### src/rtl/lrs_pkg.sv
// Shared widths, types and state codes of the latency statistics block.
package lrs_pkg;
  localparam int SAMPLE_WIDTH = 40;
  localparam int FRAC_BITS    = 16;
  localparam int MEAN_WIDTH   = SAMPLE_WIDTH + FRAC_BITS;
  localparam int COUNT_WIDTH  = 48;
  localparam int SPREAD_WIDTH = 64;
  localparam int TOTAL_WIDTH  = 64;
  localparam int TALLY_WIDTH  = 32;
  localparam int LEN_WIDTH    = 16;
  localparam int RSUM_WIDTH   = 56;
  localparam int PROD_WIDTH   = 2 * MEAN_WIDTH;
  localparam int STEP_WIDTH   = $clog2(MEAN_WIDTH);

  typedef enum logic [4:0] {
    S_IDLE = 5'b00001,
    S_DIV  = 5'b00010,
    S_MID  = 5'b00100,
    S_MUL  = 5'b01000,
    S_FIN  = 5'b10000
  } state_t;
endpackage

### src/rtl/latency_running_statistics.sv
// Top level: running latency statistics with bit-serial divider and multiplier.
//
// Usage:
//   in_*   : one latency sample per item (valid/ready).
//   out_*  : one result item per sample with all current statistics.
//   cfg_*  : write of repeat_length (samples per repeat, 0 acts as 1);
//            write only while no sample is in progress.
// Sequence: once a sample is accepted, the bit-serial restoring divider
// computes the mean update; the shift-add multiply for the spread then runs
// alongside a second division for the repeat average, and the results are
// registered in the final state.
// Busy: a new sample is accepted only after the previous one leaves the final state.
// Reset: count, max, mean, spread, repeat state and totals clear; min goes
// to all ones; repeat_length returns to 1.
// Stall: the result holds in the output register; a new sample may be taken
// meanwhile, and its result waits in the final state until the output
// register is free.
module latency_running_statistics
  import lrs_pkg::*;
(
  input  logic                    clk,
  input  logic                    rst_n,
  input  logic                    cfg_valid,
  output logic                    cfg_ready,
  input  logic [LEN_WIDTH-1:0]    cfg_data,
  input  logic                    in_valid,
  output logic                    in_ready,
  input  logic [SAMPLE_WIDTH-1:0] in_sample_ns,
  output logic                    out_valid,
  input  logic                    out_ready,
  output logic [COUNT_WIDTH-1:0]  out_sample_count,
  output logic [SAMPLE_WIDTH-1:0] out_min_ns,
  output logic [SAMPLE_WIDTH-1:0] out_max_ns,
  output logic [MEAN_WIDTH-1:0]   out_mean_fixed,
  output logic [SPREAD_WIDTH-1:0] out_spread_fixed,
  output logic                    out_repeat_done,
  output logic [SAMPLE_WIDTH-1:0] out_repeat_average_ns,
  output logic [TALLY_WIDTH-1:0]  out_repeats_done,
  output logic [TOTAL_WIDTH-1:0]  out_repeat_average_total
);
  state_t state_r;
  logic [STEP_WIDTH-1:0]   step_r;
  logic [LEN_WIDTH-1:0]    len_r, lenq_r;
  logic [COUNT_WIDTH-1:0]  cnt_r;
  logic [SAMPLE_WIDTH-1:0] min_r, max_r;
  logic [MEAN_WIDTH-1:0]   mean_r, x_r, m1_r, m2_r, dq_r;
  logic [SPREAD_WIDTH-1:0] spread_r;
  logic [RSUM_WIDTH-1:0]   rsum_r;
  logic [LEN_WIDTH-1:0]    pos_r;
  logic [TALLY_WIDTH-1:0]  tally_r;
  logic [TOTAL_WIDTH-1:0]  total_r;
  logic [COUNT_WIDTH-1:0]  rem_r, dvs_r;
  logic [PROD_WIDTH-1:0]   acc_r;
  logic                    neg_r, done_r;

  logic [MEAN_WIDTH-1:0]   x_in, newm, m2_nxt;
  logic [RSUM_WIDTH:0]     rsum_add;
  logic [RSUM_WIDTH-1:0]   rsum_nxt;
  logic [LEN_WIDTH-1:0]    len_eff, pos_inc;
  logic [COUNT_WIDTH:0]    div_t;
  logic                    div_ge;
  logic [COUNT_WIDTH-1:0]  rem_nxt;
  logic [MEAN_WIDTH:0]     mul_sum;
  logic [SPREAD_WIDTH-1:0] prod_sat;
  logic [SPREAD_WIDTH:0]   spread_add;
  logic [TOTAL_WIDTH:0]    total_add;
  logic                    last_step, out_free;

  assign cfg_ready = 1'b1;
  assign in_ready  = (state_r == S_IDLE);
  assign last_step = (step_r == STEP_WIDTH'(MEAN_WIDTH - 1));
  assign out_free  = !out_valid || out_ready;

  assign x_in     = {in_sample_ns, {FRAC_BITS{1'b0}}};
  assign rsum_add = {1'b0, rsum_r} + (RSUM_WIDTH+1)'(in_sample_ns);
  assign rsum_nxt = rsum_add[RSUM_WIDTH] ? {RSUM_WIDTH{1'b1}} : rsum_add[RSUM_WIDTH-1:0];
  assign len_eff  = (len_r == '0) ? LEN_WIDTH'(1) : len_r;
  assign pos_inc  = pos_r + LEN_WIDTH'(1);

  assign div_t   = {rem_r, dq_r[MEAN_WIDTH-1]};
  assign div_ge  = div_t >= {1'b0, dvs_r};
  assign rem_nxt = div_ge ? COUNT_WIDTH'(div_t - {1'b0, dvs_r}) : div_t[COUNT_WIDTH-1:0];

  assign newm   = neg_r ? mean_r - dq_r : mean_r + dq_r;
  assign m2_nxt = neg_r ? newm - x_r : x_r - newm;

  assign mul_sum  = {1'b0, acc_r[PROD_WIDTH-1:MEAN_WIDTH]} + (m2_r[0] ? {1'b0, m1_r} : '0);
  assign prod_sat = (acc_r[PROD_WIDTH-1:SPREAD_WIDTH+FRAC_BITS] != '0) ? {SPREAD_WIDTH{1'b1}}
                    : acc_r[SPREAD_WIDTH+FRAC_BITS-1:FRAC_BITS];
  assign spread_add = {1'b0, spread_r} + {1'b0, prod_sat};
  assign total_add  = {1'b0, total_r} + (TOTAL_WIDTH+1)'(dq_r);

  always_ff @(posedge clk) begin
    if (!rst_n) begin
      state_r   <= S_IDLE;
      step_r    <= '0;
      len_r     <= LEN_WIDTH'(1);
      cnt_r     <= '0;
      min_r     <= '1;
      max_r     <= '0;
      mean_r    <= '0;
      spread_r  <= '0;
      rsum_r    <= '0;
      pos_r     <= '0;
      tally_r   <= '0;
      total_r   <= '0;
      out_valid <= 1'b0;
    end else begin
      if (cfg_valid) begin
        len_r <= cfg_data;
      end
      if (out_valid && out_ready && (state_r != S_FIN)) begin
        out_valid <= 1'b0;
      end
      case (state_r)
        S_IDLE: begin
          if (in_valid) begin
            if (cnt_r != '1) begin
              cnt_r <= cnt_r + COUNT_WIDTH'(1);
              dvs_r <= cnt_r + COUNT_WIDTH'(1);
            end else begin
              dvs_r <= cnt_r;
            end
            if (in_sample_ns > max_r) max_r <= in_sample_ns;
            if (in_sample_ns < min_r) min_r <= in_sample_ns;
            x_r    <= x_in;
            neg_r  <= x_in < mean_r;
            m1_r   <= (x_in < mean_r) ? mean_r - x_in : x_in - mean_r;
            dq_r   <= (x_in < mean_r) ? mean_r - x_in : x_in - mean_r;
            rem_r  <= '0;
            rsum_r <= rsum_nxt;
            lenq_r <= len_eff;
            done_r <= pos_inc >= len_eff;
            pos_r  <= (pos_inc >= len_eff) ? '0 : pos_inc;
            step_r <= '0;
            state_r <= S_DIV;
          end
        end
        S_DIV: begin
          rem_r  <= rem_nxt;
          dq_r   <= {dq_r[MEAN_WIDTH-2:0], div_ge};
          step_r <= step_r + STEP_WIDTH'(1);
          if (last_step) state_r <= S_MID;
        end
        S_MID: begin
          mean_r <= newm;
          m2_r   <= m2_nxt;
          acc_r  <= '0;
          dq_r   <= MEAN_WIDTH'(rsum_r);
          rem_r  <= '0;
          dvs_r  <= COUNT_WIDTH'(lenq_r);
          if (done_r) rsum_r <= '0;
          step_r <= '0;
          state_r <= S_MUL;
        end
        S_MUL: begin
          acc_r  <= {mul_sum, acc_r[MEAN_WIDTH-1:1]};
          m2_r   <= {1'b0, m2_r[MEAN_WIDTH-1:1]};
          rem_r  <= rem_nxt;
          dq_r   <= {dq_r[MEAN_WIDTH-2:0], div_ge};
          step_r <= step_r + STEP_WIDTH'(1);
          if (last_step) state_r <= S_FIN;
        end
        S_FIN: begin
          if (out_free) begin
            spread_r <= spread_add[SPREAD_WIDTH] ? '1 : spread_add[SPREAD_WIDTH-1:0];
            out_spread_fixed <= spread_add[SPREAD_WIDTH] ? '1 : spread_add[SPREAD_WIDTH-1:0];
            if (done_r) begin
              total_r <= total_add[TOTAL_WIDTH] ? '1 : total_add[TOTAL_WIDTH-1:0];
              tally_r <= tally_r + TALLY_WIDTH'(1);
              out_repeat_average_total <= total_add[TOTAL_WIDTH] ? '1
                                          : total_add[TOTAL_WIDTH-1:0];
              out_repeats_done      <= tally_r + TALLY_WIDTH'(1);
              out_repeat_average_ns <= dq_r[SAMPLE_WIDTH-1:0];
            end else begin
              out_repeat_average_total <= total_r;
              out_repeats_done      <= tally_r;
              out_repeat_average_ns <= '0;
            end
            out_repeat_done  <= done_r;
            out_sample_count <= cnt_r;
            out_min_ns       <= min_r;
            out_max_ns       <= max_r;
            out_mean_fixed   <= mean_r;
            out_valid        <= 1'b1;
            state_r          <= S_IDLE;
          end
        end
        default: begin
          state_r <= S_IDLE;
        end
      endcase
    end
  end
endmodule

### config.mk
export PLATFORM = sky130hd
export DESIGN_NAME = latency_running_statistics
export DESIGN_NICKNAME = d
export VERILOG_FILES = /design/src/rtl/lrs_pkg.sv /design/src/rtl/latency_running_statistics.sv
export SDC_FILE = /design/constraint.sdc
export NUM_CORES = 2
export LEC_CHECK = 0
export BUFFER_PORTS_ARGS = -buffer_cell sky130_fd_sc_hd__buf_2
export CAP_MARGIN = 20
export CORE_MARGIN = 2
export CORE_UTILIZATION = 60
export CTS_BUF_LIST = sky130_fd_sc_hd__clkbuf_8
export DETAILED_ROUTE_END_ITERATION = 12
export PLACE_DENSITY = 0.82
export SYNTH_ARGS = -nofsm -noshare
export SYNTH_HDL_FRONTEND = slang
export SYNTH_SLANG_ARGS = --single-unit
### constraint.sdc
create_clock -name clk -period 27.7 [get_ports clk]
set_input_delay 0 -clock clk [delete_from_list [all_inputs] [get_ports clk]]
set_output_delay 0 -clock clk [all_outputs]
set_load 0.1 [all_outputs]
# Word level (Yosys, flattened, before mapping)
# Index checks and enable logic that the tools add are counted.
# totals
register_bits,1263
inputBits,61
output_inout_bits,388
wordCells,122
# classes
n_addsub,15
order_cmp,5
eq_ne,13
n_mux,35
reduce_logical,22
# op_table
operator,n
$mux W56,8
$sub A56 B56 Y56,5
$mux W64,4
$pmux W112 S2,1
$pmux W56 S2,2
$mux W48,4
$pmux W56 S3,1
$pmux W48 S3,1
$pmux W48 S2,1
$add A64 B56 Y65,1
$add A64 B64 Y65,1
$add A56 B40 Y57,1
$add A56 B56 Y57,1
$add A56 B56 Y56,1
$lt A56 B56 Y1,1
$ge A49 B48 Y1,1
$add A48 B1 Y48 const B,1
$ne A48 B48 Y1 const B,1
$sub A48 B48 Y48,1
$gt A40 B40 Y1,1
$lt A40 B40 Y1,1
$add A32 B1 Y32 const B,1
$mux W16,2
$mux W32,1
27 further kinds,47

# Longest topological paths before layout
# depth
depth_word,5
ltp_mapped,34
ltp_nobuf,33

# Worst setup path after synthesis
# OpenSTA, ideal clock, no wires.
# synth_path
kind,reg2reg
from,reg out_valid
to,reg out_max_ns[0] (enable)
setup_time_ns,1.143
t_arrival_ns,17.310
required_time_ns,26.557
slack_ns,9.248
path_stages_with_launch,6
n_path_buf,2
synth_period_minus_slack_ns,18.452
path_cell_list,dfxtp_1 -> nand2b_1 -> nand2_1 -> clkbuf_1 -> clkbuf_1 -> nor2_1
# synth_between
elab_chain_cells,3
# synth_rtl
element,line_no,source
start: declaration,latency_running_statistics.sv:29,"output logic out_valid,"
start signal: assignment,latency_running_statistics.sv:107,out_valid <= 1'b0;
start signal: assignment,latency_running_statistics.sv:113,out_valid <= 1'b0;
start signal: assignment,latency_running_statistics.sv:185,out_valid <= 1'b1;
$logic_not A1 Y1,latency_running_statistics.sv:72,assign out_free = !out_valid || out_ready;
$logic_or A1 B1 Y1,latency_running_statistics.sv:72,
$reduce_and A3 Y1 (no line),--,
end signal: assignment,latency_running_statistics.sv:183,out_max_ns <= max_r;
end: declaration,latency_running_statistics.sv:33,"output logic [SAMPLE_WIDTH-1:0] out_max_ns,"
# No other way between the ends.
# A chain may end at the register's enable or synchronous reset.

# Worst setup path in the final report
# layout_path
from,reg dq_r[8]
to,"reg m2_r[54], data pin"
# layout_between
elab_chain_cells,5
# layout_rtl
element,line_no,source
start: declaration,latency_running_statistics.sv:46,"logic [MEAN_WIDTH-1:0] mean_r, x_r, m1_r, m2_r, dq_r;"
start signal: assignment,latency_running_statistics.sv:129,dq_r <= (x_in < mean_r) ? mean_r - x_in : x_in - mean_r;
start signal: assignment,latency_running_statistics.sv:141,"dq_r <= {dq_r[MEAN_WIDTH-2:0], div_ge};"
start signal: assignment,latency_running_statistics.sv:149,dq_r <= MEAN_WIDTH'(rsum_r);
$add A56 B56 Y56 or $sub A56 B56 Y56 (tied branches),latency_running_statistics.sv:84,assign newm = neg_r ? mean_r - dq_r : mean_r + dq_r;
$mux W56 (*),latency_running_statistics.sv:84,
net newm[52],latency_running_statistics.sv:56,"logic [MEAN_WIDTH-1:0] x_in, newm, m2_nxt;"
$sub A56 B56 Y56,latency_running_statistics.sv:85,assign m2_nxt = neg_r ? newm - x_r : x_r - newm;
$mux W56 (*),latency_running_statistics.sv:85,
$pmux W56 S2 (*),latency_running_statistics.sv:115,case (state_r)
end signal: assignment,latency_running_statistics.sv:147,m2_r <= m2_nxt;
end signal: assignment,latency_running_statistics.sv:158,"m2_r <= {1'b0, m2_r[MEAN_WIDTH-1:1]};"
end: declaration,latency_running_statistics.sv:46,
# The timed path passes the listed nets; every way through them passes the cells marked *.

==> impl_metrics.env <==
export IMPL_route_met3_wl_um=26940
export IMPL_top_layer="met5"
export IMPL_rsz0062_at_grt="no"
export IMPL_routedWlPerCell_um=24.49
export IMPL_dr_wl_met2_um=115900
export IMPL_synth_top_area_cell="edfxtp_1"
export IMPL_area_growth_pct=12.02
export IMPL_clock_root_buffer="clkbuf_8"
export IMPL_die_area_um2=130500
export IMPL_final_common_cell="nor2_1"
export IMPL_critical_path_top_delay_family="simple AND/OR/NAND/NOR gates"
export IMPL_port_buffer_count=447
export IMPL_synth_compound_area_share_pct=18.85
export IMPL_synth_fa_ha_area_share_pct=9.409
export IMPL_synth_top_family_by_area="compound AO/OA/AOI/OAI gates"
export IMPL_cp_required_ns=28.37
export IMPL_routed_wl_um=261500
export IMPL_gr_total_overflow=0
export IMPL_syn_nets=9008
export IMPL_syn_inst=8376
export IMPL_synth_top_area_share_pct=31.49
export IMPL_numCtsBuffers=207
export IMPL_synth_area_leaders="edfxtp_1, dfxtp_1, ha_1, a21oi_1, nor2_1"
export IMPL_dpl_cell_area_um2=80000
export IMPL_status="finished, final reports clean"
export IMPL_final_nets=9455
export IMPL_finalMaxSlewViolations=0
export IMPL_crit_buf_inv=0
export IMPL_yosysWarnings=0
export IMPL_seq_area_um2=33000
export IMPL_final_cell_mix="nor2_1, a21oi_1, edfxtp_1, nand2_1, ha_1"
export IMPL_p_sw_w=0.001472
export IMPL_fillers=9808
export IMPL_power_share_clock_pct=36.9
export IMPL_leakage_nw=36.06
export IMPL_maxSlewHeadroom_pct=23.90
export IMPL_die_h_um=361.2
export IMPL_synth_edff_count=803
export IMPL_cts_tree="built"
export IMPL_synthSimpleGateAreaFrac_pct=16.54
export IMPL_core_um2=127000
export IMPL_syn_area_per_cell_um2=9.142
export IMPL_synth_ff_type="edfxtp_1"
export IMPL_wl_met1_um=101500
export IMPL_max_stage_delay_ns=0.61
export IMPL_num_vias=67730
export IMPL_fmax_ghz=0.1163
export IMPL_hp_class="input port to flop"
export IMPL_combPwrFrac_pct=19.1
export IMPL_multi_input_area_um2=40520
export IMPL_synth_xor_xnor_area_share_pct=6.732
export IMPL_drtAntennaViolNets=0
export IMPL_first_iter_violations=8094
export IMPL_firstDrtPassIters=9
export IMPL_finClkSkew_ns=0.08795
export IMPL_postCtsSetupBuffers=0
export IMPL_grtUsageTotal_pct=38.85
export IMPL_seq_area_frac_synth_pct=43.10
export IMPL_synth_seq_cells=1247
export IMPL_cts_max_path_buffers=3
export IMPL_hpwl_um=186200
export IMPL_switching_share_pct=30.69
export IMPL_dieWidth_um=361.2
export IMPL_drv_cap=0
export IMPL_async_reset_ff_share_pct=0
export IMPL_worst_skew_pair_late_latency_ns=1.02
export IMPL_clk_pin_slew_worst_paths_ns=0.07
export IMPL_cp_slowest_cell="or4_1"
export IMPL_setup_viol=0
export IMPL_rows=131
export IMPL_routabilityCongestion=1.014
export IMPL_start_kind="flop"
export IMPL_period_share_pct=31.05
export IMPL_pwr_density_cell_nw_per_um2=55.91
export IMPL_worstPathArrival_ns=9.27
export IMPL_drc_errors=0
export IMPL_syn_area_um2=76570
export IMPL_cts_sinks=1247
export IMPL_p_int_w=0.003324
export IMPL_worst_pin_slew_ns=1.142
export IMPL_via_per_inst=6.341
export IMPL_path_max_fanout=8
export IMPL_dp_cells=10150
export IMPL_setup_tns_final_ns=0
export IMPL_pin_count=449
export IMPL_antenna_found_initial=24
export IMPL_synth_area_mux_share_pct=1.175
export IMPL_layout_drive_gt1_share_pct=10.36
export IMPL_stdcell_area_um2=85780
export IMPL_pwr_share_seq_pct=44.0
export IMPL_critical_path_class="flop to flop"
export IMPL_end_kind="flop"
export IMPL_period_minus_slack_ns=8.601
export IMPL_whs_ns=0.07789
export IMPL_grt_pass1_vias=64110
export IMPL_htreeDepth=4
export IMPL_synth_cell_types=104
export IMPL_final_cells=10680
export IMPL_grt_max_degree=107
export IMPL_ir_worst_vdd_mv=0.05755
export IMPL_grt_pass1_wl_um=387900
export IMPL_start_util_pct=60.28
export IMPL_finalHoldViolations=0
[power by group through the flow]
stage | combinational, W | sequential (W) | clock (W)
floorplan | 0.000626 | 0.00212 | 0
global placement | 0.000847 | 0.00214 | 0
detailed placement | 0.000862 | 0.00214 | 0
CTS | 0.000887 | 0.00211 | 0.00177
global route | 0.000986 | 0.00211 | 0.00185
finish | 0.000915 | 0.00211 | 0.00177
[Yosys cell counts (82+ instances only)]
cell type	instances
a21o_1	332
a21oi_1	820
a31oi_1	103
and2_1	177
clkbuf_1	350
dfxtp_1	444
edfxtp_1	803
ha_1	563
inv_1	431
mux2i_1	82
nand2_1	704
nand2b_1	97
nand3_1	159
nand4_1	127
nor2_1	934
nor2b_1	102
nor3_1	96
o21ai_0	507
or3_1	121
xnor2_1	337
xor2_1	246
[area by class of cell]
cell class                 instances  share of cell area [%]
sequential                      1247                   38.47
multi-input combinational       6290                   47.24
clock inverter                   157                   1.435
tap                             1662                   2.424
antenna                           13                 0.03792
inverter                         432                   1.905
timing repair buffer             645                   4.729
clock buffer                     234                   3.755
[per-stage QoR]
stage               utilization, %  total power, W  setup slack, ns
finish                       67.53        0.004796            19.10
global route                 67.51        0.004950            18.49
CTS                          67.48        0.004762            19.18
detailed placement           62.97        0.003006            19.28
global placement             62.97        0.002989            19.38
floorplan                        -        0.002742            9.248
[worst paths after layout]
kind | from | endpoint | slack [ns] | cells after the start
worst max-delay path | dq_r[8]$_DFFE_PP_ | m2_r[54]$_DFFE_PP_ | 19.10 | 28
worst min-delay path | in_sample_ns[35] | min_r[35]$_SDFFE_PN1P_ | 0.08 | 4
worst max register to register | dq_r[8]$_DFFE_PP_ | m2_r[54]$_DFFE_PP_ | 19.10 | 28
worst min register to register | min_r[30]$_SDFFE_PN1P_ | out_min_ns[30]$_DFFE_PP_ | 0.46 | 0
[state kept, by name, indices dropped and copies added (netlist names), 48 cells and up]
register	count
m2_r	56
m1_r	56
rsum_r	56
mean_r	56
out_sample_count	48
out_spread_fixed	64
total_r	64
acc_r	96
out_repeat_average_total	64
out_mean_fixed	56
dvs_r	48
spread_r	64
dq_r	56
cnt_r	48
rem_r	48
[cells by family after synthesis]
group | count (synthesis)
other | 1
XOR/XNOR | 586
AND/OR/NAND/NOR | 2710
multiplexers | 89
flip-flops | 1247
buffers and inverters | 839
AO/OA/AOI/OAI | 2333
adder cells (fa/ha/maj) | 571
[metal layers]
| metal | track usage [%] | vias to the layer above |
|---|---|---|
| met5 | 0 | - |
| met4 | 23.03 | 6 |
| met3 | 8.491 | 827 |
| met2 | 60.61 | 3828 |
| met1 | 49.71 | 32120 |
| li1 | - | 30940 |
[tightest hold or removal path: cells and delay by family]
kind / cells / cell delay [ns]
buffers and inverters: 2 / 0.84
muxes: 1 / 0.13
and+or+nand+nor: 1 / 0.06
[timing repair]
item	CTS	global route
endpoints found under the hold margin	295	0
gates resized for setup	0	0
endpoints found under the setup margin	0	0
hold buffers	127	0
(Power assumes the default switching activity.)
